## config.mk

```make
export PLATFORM = sky130hd
export DESIGN_NAME = calendar_to_epoch_seconds
export DESIGN_NICKNAME = d
export VERILOG_FILES = /design/src/rtl/c2e_pkg.sv /design/src/rtl/c2e_prep.sv /design/src/rtl/c2e_leap.sv /design/src/rtl/c2e_days.sv /design/src/rtl/c2e_secs.sv /design/src/rtl/calendar_to_epoch_seconds.sv
export SDC_FILE = /design/constraint.sdc
export NUM_CORES = 1
export LEC_CHECK = 0
export ABC_AREA = 1
export BUFFER_PORTS_ARGS = -buffer_cell sky130_fd_sc_hd__buf_2
export CORE_AREA = 8 8 260 262
export CTS_BUF_LIST = sky130_fd_sc_hd__clkbuf_2
export DETAILED_ROUTE_END_ITERATION = 16
export DIE_AREA = 0 0 268 270
export PLACE_DENSITY = 0.66
export SETUP_SLACK_MARGIN = 0.3
export SLEW_MARGIN = 20
export SYNTH_ARGS = -nofsm -noshare
export SYNTH_HDL_FRONTEND = slang
export SYNTH_HIERARCHICAL = 1
export SYNTH_SLANG_ARGS = --single-unit
export TNS_END_PERCENT = 50
```

## constraint.sdc

```tcl
create_clock -name clk -period 10.1 [get_ports clk]
set_clock_uncertainty 0.1 [all_clocks]
set_input_delay 0.505 -clock clk [delete_from_list [all_inputs] [get_ports clk]]
set_output_delay 0.505 -clock clk [all_outputs]
set_load 0.02 [all_outputs]
```

## src/rtl/c2e_pkg.sv

```systemverilog
// Shared types, constants and helper functions for the calendar to epoch seconds converter.
// Has no dependencies. Every rtl module refers to it by scoped names.
package c2e_pkg;

	localparam logic [11:0] EPOCH_YEAR_RESET = 12'd1970;
	localparam logic [16:0] DAYS_PER_YEAR    = 17'd365;
	localparam logic [16:0] SECS_PER_HOUR    = 17'd3600;
	localparam logic [16:0] SECS_PER_MIN     = 17'd60;
	localparam logic [33:0] SECS_PER_DAY     = 34'd86400;
	localparam logic [11:0] RECIP_25         = 12'd2622;
	localparam int          RECIP_SHIFT      = 16;
	localparam logic [3:0]  MONTH_MAR_IDX    = 4'd2;
	localparam logic [3:0]  MONTH_DEC_IDX    = 4'd11;

	typedef struct packed {
		logic [12:0] cur;
		logic [11:0] epoch;
		logic [16:0] yd;
		logic [3:0]  midx;
		logic [4:0]  day0;
		logic [16:0] tod;
	} prep_t;

	typedef struct packed {
		logic [16:0] yd;
		logic [6:0]  leaps;
		logic        leap;
		logic [3:0]  midx;
		logic [4:0]  day0;
		logic [16:0] tod;
	} leap_t;

	typedef struct packed {
		logic [16:0] days;
		logic [16:0] tod;
	} days_t;

	// floor(x / 25), exact for x below 4681
	function automatic logic [6:0] div25(input logic [10:0] x);
		logic [22:0] p;
		p = {12'b0, x} * {11'b0, RECIP_25};
		return p[RECIP_SHIFT +: 7];
	endfunction

	// leap years in 0 .. n-1
	function automatic logic [10:0] leaps_below(input logic [12:0] n);
		logic [12:0] a3;
		logic [12:0] a99;
		logic [12:0] a399;
		logic [6:0]  q100;
		logic [6:0]  q400;
		a3   = n + 13'd3;
		a99  = n + 13'd99;
		a399 = n + 13'd399;
		q100 = div25(a99[12:2]);
		q400 = div25({2'b0, a399[12:4]});
		return a3[12:2] - {4'b0, q100} + {4'b0, q400};
	endfunction

	function automatic logic is_leap(input logic [12:0] y);
		logic [10:0] y4;
		logic [10:0] y16;
		logic [10:0] m4;
		logic [10:0] m16;
		logic        by100;
		logic        by400;
		y4    = y[12:2];
		y16   = {2'b0, y[12:4]};
		m4    = {4'b0, div25(y4)} * 11'd25;
		m16   = {4'b0, div25(y16)} * 11'd25;
		by100 = (y[1:0] == 2'd0) && (m4 == y4);
		by400 = (y[3:0] == 4'd0) && (m16 == y16);
		return ((y[1:0] == 2'd0) && !by100) || by400;
	endfunction

	function automatic logic [8:0] days_before_month(input logic [3:0] idx);
		logic [8:0] d;
		case (idx)
			4'd0:    d = 9'd0;
			4'd1:    d = 9'd31;
			4'd2:    d = 9'd59;
			4'd3:    d = 9'd90;
			4'd4:    d = 9'd120;
			4'd5:    d = 9'd151;
			4'd6:    d = 9'd181;
			4'd7:    d = 9'd212;
			4'd8:    d = 9'd243;
			4'd9:    d = 9'd273;
			4'd10:   d = 9'd304;
			4'd11:   d = 9'd334;
			default: d = 9'd0;
		endcase
		return d;
	endfunction

endpackage

```

## src/rtl/c2e_prep.sv

```systemverilog
// First pipeline stage: current year, whole-year days, month and day clamping, time of day.
// Depends on c2e_pkg.
module c2e_prep (
	input  logic                 clk,
	input  logic                 arst_n,
	input  logic                 in_valid,
	output logic                 in_ready,
	input  logic [11:0]          epoch_year,
	input  logic [7:0]           years_since_epoch,
	input  logic [3:0]           month_number,
	input  logic [4:0]           day_of_month,
	input  logic [4:0]           hour_of_day,
	input  logic [5:0]           minute_of_hour,
	input  logic [5:0]           second_of_minute,
	output logic                 out_valid,
	input  logic                 out_ready,
	output c2e_pkg::prep_t       out_data
);

	logic           valid_s1;
	c2e_pkg::prep_t data_s1;
	c2e_pkg::prep_t nxt;

	always_comb begin
		nxt.cur   = {1'b0, epoch_year} + {5'b0, years_since_epoch};
		nxt.epoch = epoch_year;
		nxt.yd    = {9'b0, years_since_epoch} * c2e_pkg::DAYS_PER_YEAR;
		if (month_number == 4'd0) begin
			nxt.midx = 4'd0;
		end else if (month_number > 4'd12) begin
			nxt.midx = c2e_pkg::MONTH_DEC_IDX;
		end else begin
			nxt.midx = month_number - 4'd1;
		end
		nxt.day0 = (day_of_month == 5'd0) ? 5'd0 : day_of_month - 5'd1;
		nxt.tod  = {12'b0, hour_of_day} * c2e_pkg::SECS_PER_HOUR
			+ {11'b0, minute_of_hour} * c2e_pkg::SECS_PER_MIN
			+ {11'b0, second_of_minute};
	end

	assign in_ready = !valid_s1 || out_ready;

	always_ff @(posedge clk or negedge arst_n) begin
		if (!arst_n) begin
			valid_s1 <= 1'b0;
		end else if (in_ready) begin
			valid_s1 <= in_valid;
		end
	end

	always_ff @(posedge clk) begin
		if (in_ready && in_valid) begin
			data_s1 <= nxt;
		end
	end

	assign out_valid = valid_s1;
	assign out_data  = data_s1;

endmodule

```

## src/rtl/c2e_leap.sv

```systemverilog
// Second pipeline stage: leap-year count between epoch and current year, leap test of current year.
// Depends on c2e_pkg.
module c2e_leap (
	input  logic                 clk,
	input  logic                 arst_n,
	input  logic                 in_valid,
	output logic                 in_ready,
	input  c2e_pkg::prep_t       in_data,
	output logic                 out_valid,
	input  logic                 out_ready,
	output c2e_pkg::leap_t       out_data
);

	logic           valid_s2;
	c2e_pkg::leap_t data_s2;
	c2e_pkg::leap_t nxt;
	logic [10:0]    diff;

	always_comb begin
		diff      = c2e_pkg::leaps_below(in_data.cur)
			- c2e_pkg::leaps_below({1'b0, in_data.epoch});
		nxt.yd    = in_data.yd;
		nxt.leaps = diff[6:0];
		nxt.leap  = c2e_pkg::is_leap(in_data.cur);
		nxt.midx  = in_data.midx;
		nxt.day0  = in_data.day0;
		nxt.tod   = in_data.tod;
	end

	assign in_ready = !valid_s2 || out_ready;

	always_ff @(posedge clk or negedge arst_n) begin
		if (!arst_n) begin
			valid_s2 <= 1'b0;
		end else if (in_ready) begin
			valid_s2 <= in_valid;
		end
	end

	always_ff @(posedge clk) begin
		if (in_ready && in_valid) begin
			data_s2 <= nxt;
		end
	end

	assign out_valid = valid_s2;
	assign out_data  = data_s2;

endmodule

```

## src/rtl/c2e_days.sv

```systemverilog
// Third pipeline stage: total day count from years, leap days, months and day of month.
// Depends on c2e_pkg.
module c2e_days (
	input  logic                 clk,
	input  logic                 arst_n,
	input  logic                 in_valid,
	output logic                 in_ready,
	input  c2e_pkg::leap_t       in_data,
	output logic                 out_valid,
	input  logic                 out_ready,
	output c2e_pkg::days_t       out_data
);

	logic           valid_s3;
	c2e_pkg::days_t data_s3;
	c2e_pkg::days_t nxt;
	logic           feb29;

	always_comb begin
		feb29    = in_data.leap && (in_data.midx >= c2e_pkg::MONTH_MAR_IDX);
		nxt.days = in_data.yd
			+ {10'b0, in_data.leaps}
			+ {8'b0, c2e_pkg::days_before_month(in_data.midx)}
			+ {16'b0, feb29}
			+ {12'b0, in_data.day0};
		nxt.tod  = in_data.tod;
	end

	assign in_ready = !valid_s3 || out_ready;

	always_ff @(posedge clk or negedge arst_n) begin
		if (!arst_n) begin
			valid_s3 <= 1'b0;
		end else if (in_ready) begin
			valid_s3 <= in_valid;
		end
	end

	always_ff @(posedge clk) begin
		if (in_ready && in_valid) begin
			data_s3 <= nxt;
		end
	end

	assign out_valid = valid_s3;
	assign out_data  = data_s3;

endmodule

```

## src/rtl/c2e_secs.sv

```systemverilog
// Fourth pipeline stage and output register: days to seconds, plus time of day, wrap flag.
// Depends on c2e_pkg.
module c2e_secs (
	input  logic                 clk,
	input  logic                 arst_n,
	input  logic                 in_valid,
	output logic                 in_ready,
	input  c2e_pkg::days_t       in_data,
	output logic                 out_valid,
	input  logic                 out_ready,
	output logic [31:0]          epoch_seconds,
	output logic                 wrapped
);

	logic        valid_s4;
	logic [31:0] secs_s4;
	logic        wrap_s4;
	logic [33:0] total;

	assign total = {17'b0, in_data.days} * c2e_pkg::SECS_PER_DAY + {17'b0, in_data.tod};

	assign in_ready = !valid_s4 || out_ready;

	always_ff @(posedge clk or negedge arst_n) begin
		if (!arst_n) begin
			valid_s4 <= 1'b0;
		end else if (in_ready) begin
			valid_s4 <= in_valid;
		end
	end

	always_ff @(posedge clk) begin
		if (in_ready && in_valid) begin
			secs_s4 <= total[31:0];
			wrap_s4 <= |total[33:32];
		end
	end

	assign out_valid     = valid_s4;
	assign epoch_seconds = secs_s4;
	assign wrapped       = wrap_s4;

endmodule

```

## src/rtl/calendar_to_epoch_seconds.sv

```systemverilog
// Top level of the calendar to epoch seconds converter: epoch register, four-stage pipeline.
// Depends on c2e_pkg, c2e_prep, c2e_leap, c2e_days and c2e_secs.
//
// Usage:
// - Input items arrive on s_axis_*: years since epoch, month, day, hour, minute and second.
// - Each item yields exactly one result item on m_axis_*: the 32-bit second count since
//   January 1, 00:00:00 of the epoch year, and in tuser a flag set when the count wrapped.
// - The epoch year is written through cfg_valid/cfg_data; cfg_ready is always high. Write it
//   only while no items are in flight.
// - An accepted item passes through four register stages to the result. One item is
//   accepted per cycle while the receiver takes results. The stages are year prep, leap
//   counting (reciprocal multiplies by 1/25), day summing, and the days-to-seconds multiply.
// - Each stage has its own valid bit and takes a new item whenever it is empty or its
//   successor takes its item, so bubbles close up and a stalled receiver holds the result
//   in the output register while up to three more items are taken in.
// - Reset clears all valid bits and sets the epoch year to 1970.
module calendar_to_epoch_seconds (
	input  logic        clk,
	input  logic        arst_n,
	input  logic        cfg_valid,
	output logic        cfg_ready,
	input  logic [11:0] cfg_data,      // epoch_year
	input  logic        s_axis_tvalid,
	output logic        s_axis_tready,
	// years_since_epoch[7:0], month_number[11:8], day_of_month[16:12],
	// hour_of_day[21:17], minute_of_hour[27:22], second_of_minute[33:28], zero[39:34]
	input  logic [39:0] s_axis_tdata,
	output logic        m_axis_tvalid,
	input  logic        m_axis_tready,
	output logic [31:0] m_axis_tdata,  // epoch_seconds[31:0]
	output logic [0:0]  m_axis_tuser   // wrapped[0]
);

	logic [11:0]    epoch_year_q;
	logic           valid_s1;
	logic           valid_s2;
	logic           valid_s3;
	logic           ready_s2;
	logic           ready_s3;
	logic           ready_s4;
	c2e_pkg::prep_t data_s1;
	c2e_pkg::leap_t data_s2;
	c2e_pkg::days_t data_s3;
	logic           wrapped;

	assign cfg_ready = 1'b1;

	always_ff @(posedge clk or negedge arst_n) begin
		if (!arst_n) begin
			epoch_year_q <= c2e_pkg::EPOCH_YEAR_RESET;
		end else if (cfg_valid && cfg_ready) begin
			epoch_year_q <= cfg_data;
		end
	end

	c2e_prep u_prep (
		.clk               (clk),
		.arst_n            (arst_n),
		.in_valid          (s_axis_tvalid),
		.in_ready          (s_axis_tready),
		.epoch_year        (epoch_year_q),
		.years_since_epoch (s_axis_tdata[7:0]),
		.month_number      (s_axis_tdata[11:8]),
		.day_of_month      (s_axis_tdata[16:12]),
		.hour_of_day       (s_axis_tdata[21:17]),
		.minute_of_hour    (s_axis_tdata[27:22]),
		.second_of_minute  (s_axis_tdata[33:28]),
		.out_valid         (valid_s1),
		.out_ready         (ready_s2),
		.out_data          (data_s1)
	);

	c2e_leap u_leap (
		.clk       (clk),
		.arst_n    (arst_n),
		.in_valid  (valid_s1),
		.in_ready  (ready_s2),
		.in_data   (data_s1),
		.out_valid (valid_s2),
		.out_ready (ready_s3),
		.out_data  (data_s2)
	);

	c2e_days u_days (
		.clk       (clk),
		.arst_n    (arst_n),
		.in_valid  (valid_s2),
		.in_ready  (ready_s3),
		.in_data   (data_s2),
		.out_valid (valid_s3),
		.out_ready (ready_s4),
		.out_data  (data_s3)
	);

	c2e_secs u_secs (
		.clk           (clk),
		.arst_n        (arst_n),
		.in_valid      (valid_s3),
		.in_ready      (ready_s4),
		.in_data       (data_s3),
		.out_valid     (m_axis_tvalid),
		.out_ready     (m_axis_tready),
		.epoch_seconds (m_axis_tdata),
		.wrapped       (wrapped)
	);

	assign m_axis_tuser = wrapped;

	a_ready_when_empty: assert property (@(posedge clk) disable iff (!arst_n)
		!m_axis_tvalid |-> s_axis_tready)
		else $error("input stalled while output register empty");

	a_accept_loads_s1: assert property (@(posedge clk) disable iff (!arst_n)
		(s_axis_tvalid && s_axis_tready) |=> valid_s1)
		else $error("accepted item not held in first stage");

	a_result_from_s3: assert property (@(posedge clk) disable iff (!arst_n)
		$rose(m_axis_tvalid) |-> $past(valid_s3))
		else $error("result appeared without an item in third stage");

endmodule
```

==> flow_summary_export.csv, run 1 <==
group,metric,value,unit
outcome,outcome,"complete, no violations",
cells_and_area,layout_common_cells,"inv_1 (884), nand2_1 (763), ha_1 (662), fa_1 (271), edfxtp_1 (186)",
floorplan,die_h,270,um
global_route,grt_start_max_net_pins,69,
critical_path,path_common_cell,"nand2_1",
global_route,grt_usage,0.190,
floorplan,ios,93,
global_route,grt_pass1_wl,114,mm
detailed_routing,drcViolationCount,0,
sta,fmax,110,MHz
floorplan,die_x,268,um
yosys,ys_ff_latch,202,
clock_network,clkLatencyLatePin,1.06,ns
floorplan,core,63600,um^2
clock_network,cts_max_level,2,
yosys,async_flop_share,0.0792,
critical_path,worst_ep_required_time,10.80,ns
critical_path,critPathKind,"register to register",
cells_and_area,area_delta_synth_final,10.1,%
detailed_routing,wire_per_inst,13.9,um
sta,worst_hold_slack,0.206,ns
sta,setup-tns-final,0,ns
global_route,antenna_found_initial,5,
sta,rsz0062_at_grt,"no",
critical_path,arrival,9.83,ns
yosys,seq_area_frac_synth,0.190,
detailed_routing,dr.first_iter.drc_count,1018,
detailed_routing,wl,67.8,mm
critical_path,cp_slowest_cell,"fa_1",
yosys,ys_types,58,
clock_network,clk_pin_slew,0.12,ns
critical_path,critPathMaxFanout,6,
cells_and_area,fin_util,0.544,
sta,worst_slack,0.973,ns
detailed_routing,drtAntennaViolNets,0,
detailed_routing,first_pass_iters,5,
floorplan,num_rows,93,
detailed_routing,vias_per_cell,4.85,
critical_path,startpoint_type,"register",
clock_network,cts_buffers,54,
yosys,synth_edf_count,186,
sta,setup_viol,0,
global_route,grt_pass1_vias,23738,
job,cap_violations,0,
yosys,synthCells,3713,
yosys,syn_area,31500,um^2
global_route,globalRouteOverflowTotal,0,
placed_design,place.gp.congestion,0.879,
clock_network,clockBufferDepth,3,
yosys,avgSynthCellArea,8.48,um^2
yosys,synth_ff_type,"edfxtp_1",
sta,period_share,0.904,
clock_network,cts_tree,"done",
sta,period_minus_slack,9.13,ns
clock_network,clkSinkCount,202,
sta,hold_viol,0,
cells_and_area,drive_gt1_frac,0.0868,
cells_and_area,final_common_cell,"inv_1",
sta,slew_headroom,0.264,
detailed_routing,vias,23559,
critical_path,end_kind,"register",
placed_design,place_ws,0.602,ns
sta,worst_pin_slew,1.10,ns
clock_network,clockRootBuffer,"clkbuf_2",
cells_and_area,nets,4948,
hold_path,hold_path.class,"primary input to register",
floorplan,die_area,72400,um^2
placed_design,port_buffers,85,
placed_design,dp_hpwl,56.3,mm
yosys,postSynthNetCount,4703,
yosys,yosys_warnings,6,
sta,maxSlewViolCount,0,
critical_path,slowest_delay,0.60,ns
floorplan,start_util,0.495,
-- cells in the mapped netlist, types with 6 or more instances --
cell,count,share of area
edfxtp_1,186,0.18
dfstp_2,7,0.0058
nor2_2,19,0.0038
nand3_1,147,0.023
xor2_1,104,0.029
nand2_1,763,0.091
dfrtp_1,9,0.0072
nand2_2,37,0.0074
a31oi_1,8,0.0016
nand3b_1,14,0.0033
nor3_1,15,0.0024
nand3_2,9,0.0029
nor2_1,173,0.021
inv_2,24,0.0029
inv_1,884,0.11
nor3_2,6,0.0019
or2_2,7,0.0014
nand4_1,34,0.0068
ha_1,662,0.26
xnor2_1,33,0.0092
o21bai_1,14,0.0033
o21ai_0,54,0.0086
a21o_1,14,0.0033
nor2_4,11,0.0039
fa_1,271,0.17
a21oi_1,144,0.023
-- layer usage --
layer  vias to the layer above  routed length, um  share of wire  global-route usage
met1                     10861              33400           0.49               0.265
met4                         2               1700          0.025              0.0523
li1                      12203                  -              -                   -
met5                         -                 13        0.00019                   0
met2                       398              30100           0.44               0.309
met3                        95               2570          0.038              0.0250
-- final cells by class --
| type | instances | area, um^2 |
|---|---|---|
| Antenna cell | 6 | 15.0 |
| Clock inverter | 29 | 231 |
| Multi-Input combinational cell | 2593 | 22100 |
| Fill cell | 5906 | 29000 |
| Sequential cell | 202 | 5990 |
| Clock buffer | 69 | 345 |
| Inverter | 911 | 3420 |
| Tap cell | 855 | 1070 |
| Timing Repair Buffer | 196 | 1480 |
-- stage by stage --
step,cell area (um^2),instances
CTS,34600,4852
global placement,33100,4667
detailed placement,33100,4667
floorplan,31500,3713
global route,34600,4861
finish,34600,4861
-- sequential cells by signal, indices dropped and copies added, names as in the netlist --
| register | cells |
|---|---|
| epoch_year_q | 12 |
| u_prep/out_valid | 1 |
| u_days/out_data | 34 |
| u_secs/epoch_seconds | 32 |
| u_secs/out_valid | 1 |
| u_secs/wrapped | 1 |
| u_prep/out_data | 68 |
| u_leap/out_valid | 1 |
| u_days/out_valid | 1 |
| u_leap/out_data | 51 |
-- worst paths after layout --
path / start / end / slack (ns) / depth (start not counted)
min in group asynchronous: arst_n / epoch_year_q[6] / 0.47 / 3
worst max-delay path: u_prep/out_data[57] / u_leap/out_data[33] / 0.97 / 46
worst max register to register: u_prep/out_data[57] / u_leap/out_data[33] / 0.97 / 46
worst min-delay path: m_axis_tready / u_secs/out_valid / 0.21 / 5
max in group asynchronous: arst_n / epoch_year_q[11] / 8.90 / 3
worst min register to register: u_prep/out_data[33] / u_leap/out_data[41] / 0.28 / 0
-- kinds of logic after synthesis --
group           synth area share
compound gates            0.0476
fa+ha+maj                  0.435
other cells             0.000119
xor+xnor                  0.0407
flops                      0.190
simple gates               0.176
buf+inv                    0.110
-- what timing repair did --
item | CTS | global route
endpoints found under the hold margin | 60 | 0
endpoints found under the setup margin | 0 | 2
gates resized for setup | 0 | 5
hold buffers | 87 | 0
buffers inserted | 0 | 3
-- worst max-delay path, delay by kind of cell, from the launching register on --
family / cells / cell delay, ns
compound gates: 6 / 1.12
xor+xnor: 2 / 0.45
simple gates: 17 / 1.52
fa+ha+maj: 11 / 4.48
flops: 1 / 0.50
buf+inv: 10 / 0.69
Power of run 1 is left out: the tool's default activity adds up to more than one toggle a clock period on the data nets, which glitch-free logic cannot reach.
==> inputs of run 2 (changes only) <==
--- a/config.mk
+++ b/config.mk
@@ -12,6 +12,7 @@
 export DETAILED_ROUTE_END_ITERATION = 16
 export DIE_AREA = 0 0 268 270
 export PLACE_DENSITY = 0.66
+export REMOVE_ABC_BUFFERS = 1
 export SETUP_SLACK_MARGIN = 0.3
 export SLEW_MARGIN = 20
 export SYNTH_ARGS = -nofsm -noshare
==> constraint.sdc (replaced) <==
create_clock -name clk -period 10.1 [get_ports clk]
set_clock_uncertainty 0.1 [all_clocks]
set_input_delay 1.01 -clock clk [delete_from_list [all_inputs] [get_ports clk]]
set_output_delay 1.01 -clock clk [all_outputs]
set_load 0.02 [all_outputs]
==> run 2 against run 1 <==
Sequential share of layout area increased by 0.42 points. Worst setup slack improved by 0.031 ns. Non-clock buffer count decreased by 82. Register-to-register slack improved by 0.03 ns. Design area decreased by 2.4%.
==> flow_summary_export.csv, run 2 (same netlist as run 1, synthesis figures left out) <==
group,metric,value,unit
global_route,antenna_found_initial,2,
floorplan,core,63600,um^2
clock_network,clkSinkCount,202,
global_route,grt_start_max_net_pins,69,
cells_and_area,nets,4863,
cells_and_area,final_area,33800,um^2
detailed_routing,first_pass_iters,5,
global_route,globalRouteOverflowTotal,0,
sta,rsz0062_at_grt,"no",
clock_network,clk_pin_slew,0.11,ns
cells_and_area,fillerInstances,6042,
placed_design,place.gp.congestion,0.880,
clock_network,clkLatencyLatePin,0.97,ns
cells_and_area,drive_gt1_frac,0.0894,
clock_network,clockBufferDepth,3,
clock_network,cts_buffers,51,
critical_path,end_kind,"register",
cells_and_area,layout_common_cells,"inv_1 (884), nand2_1 (763), ha_1 (662), fa_1 (271), edfxtp_1 (186)",
critical_path,critPathKind,"register to register",
cells_and_area,final_common_cell,"inv_1",
cells_and_area,area_delta_synth_final,7.46,%
global_route,grt_pass1_vias,22315,
critical_path,path_common_cell,"nand2_1",
hold_path,hold_path.class,"primary input to register",
critical_path,cp_slowest_cell,"fa_1",
sta,worst_pin_slew,0.944,ns
detailed_routing,wire_per_inst,13.4,um
clock_network,cts_tree,"done",
outcome,outcome,"complete, no violations",
placed_design,dp_hpwl,55.3,mm
global_route,grt_usage,0.179,
detailed_routing,vias,22874,
floorplan,num_rows,93,
detailed_routing,drtAntennaViolNets,0,
detailed_routing,drcViolationCount,0,
placed_design,port_buffers,85,
sta,period_share,0.901,
cells_and_area,largest_reg_flops,68,
sta,slew_headroom,0.371,
job,cap_violations,0,
sta,setup_viol,0,
critical_path,critPathMaxFanout,7,
detailed_routing,wl,63.7,mm
sta,maxSlewViolCount,0,
detailed_routing,vias_per_cell,4.79,
floorplan,start_util,0.495,
clock_network,clockRootBuffer,"clkbuf_2",
critical_path,slowest_delay,0.59,ns
sta,setup-tns-final,0,ns
floorplan,ios,93,
critical_path,worst_ep_required_time,10.68,ns
sta,period_minus_slack,9.10,ns
clock_network,cts_max_level,2,
floorplan,die_h,270,um
floorplan,die_x,268,um
critical_path,arrival,9.68,ns
sta,fmax,110,MHz
detailed_routing,dr.first_iter.drc_count,1107,
floorplan,die_area,72400,um^2
placed_design,placed_area,33200,um^2
critical_path,startpoint_type,"register",
global_route,grt_pass1_wl,108,mm
sta,hold_viol,0,
## run 2: cell count changes in the layout (fill, tap and decap cells not counted), sizes merged
cell | previous run | this run
buf | 109 | 113
bufinv | 4 | 5
clkbuf | 69 | 72
clkinv | 26 | 17
clkinvlp | 0 | 1
diode | 6 | 2
dlygate4sd3 | 87 | 1
## run 2: path summary, 6_finish.rpt
| check | to | from | slack, ns | cells after the start |
|---|---|---|---|---|
| min in group asynchronous | epoch_year_q[11] | arst_n | 0.39 | 2 |
| max in group asynchronous | epoch_year_q[8] | arst_n | 9.17 | 2 |
| worst max register to register | u_leap/out_data[33] | u_prep/out_data[60] | 1.00 | 47 |
| worst max-delay path | u_leap/out_data[33] | u_prep/out_data[60] | 1.00 | 47 |
| worst min register to register | u_leap/out_data[35] | u_prep/out_data[27] | 0.17 | 0 |
| worst min-delay path | epoch_year_q[5] | cfg_data[5] | 0.14 | 3 |
## run 2: layer usage
layer | vias up | GRT usage | part of all wire
met3 | 62 | 0.0202 | 0.040
met1 | 10412 | 0.261 | 0.50
li1 | 12033 | - | -
met5 | - | 0 | 0
met2 | 367 | 0.288 | 0.44
met4 | 0 | 0.0329 | 0.015
## run 2: layout make-up
cell class,count,area [um^2],area share
Inverter,911,3420,0.101
Clock buffer,72,360,0.0107
Clock inverter,22,234,0.00692
Sequential cell,202,5990,0.177
Tap cell,855,1070,0.0316
Antenna cell,2,5.00,0.000148
Timing Repair Buffer,114,658,0.0195
Multi-Input combinational cell,2593,22100,0.653
## run 2: critical path: cells and delay by family, from the launching register on
family	cells	cell delay [ns]
compound gates	6	1.10
fa+ha+maj	11	4.33
buf+inv	11	0.92
simple gates	17	1.50
xor+xnor	2	0.44
flops	1	0.41
## run 2: timing repair
action                                  CTS  global route
gates resized for setup                   0             3
hold buffers                              1             0
endpoints found under the setup margin    0             1
setup buffers                             0             4
hold endpoints to repair                  9             0
## run 2: stage by stage
stage          hold slack [ns]  instances   util  setup slack (ns)
3_5_place_dp             0.305       4670  0.521             0.743
5_1_grt                 0.0378       4771  0.531             0.352
4_1_cts                 0.0211       4765  0.530             0.722
3_3_place_gp             0.300       4670  0.521             0.802
2_1_floorplan            0.300       3706      -              1.32
6_report                 0.142       4771  0.531              1.00
Power of run 2 is left out for the same reason.
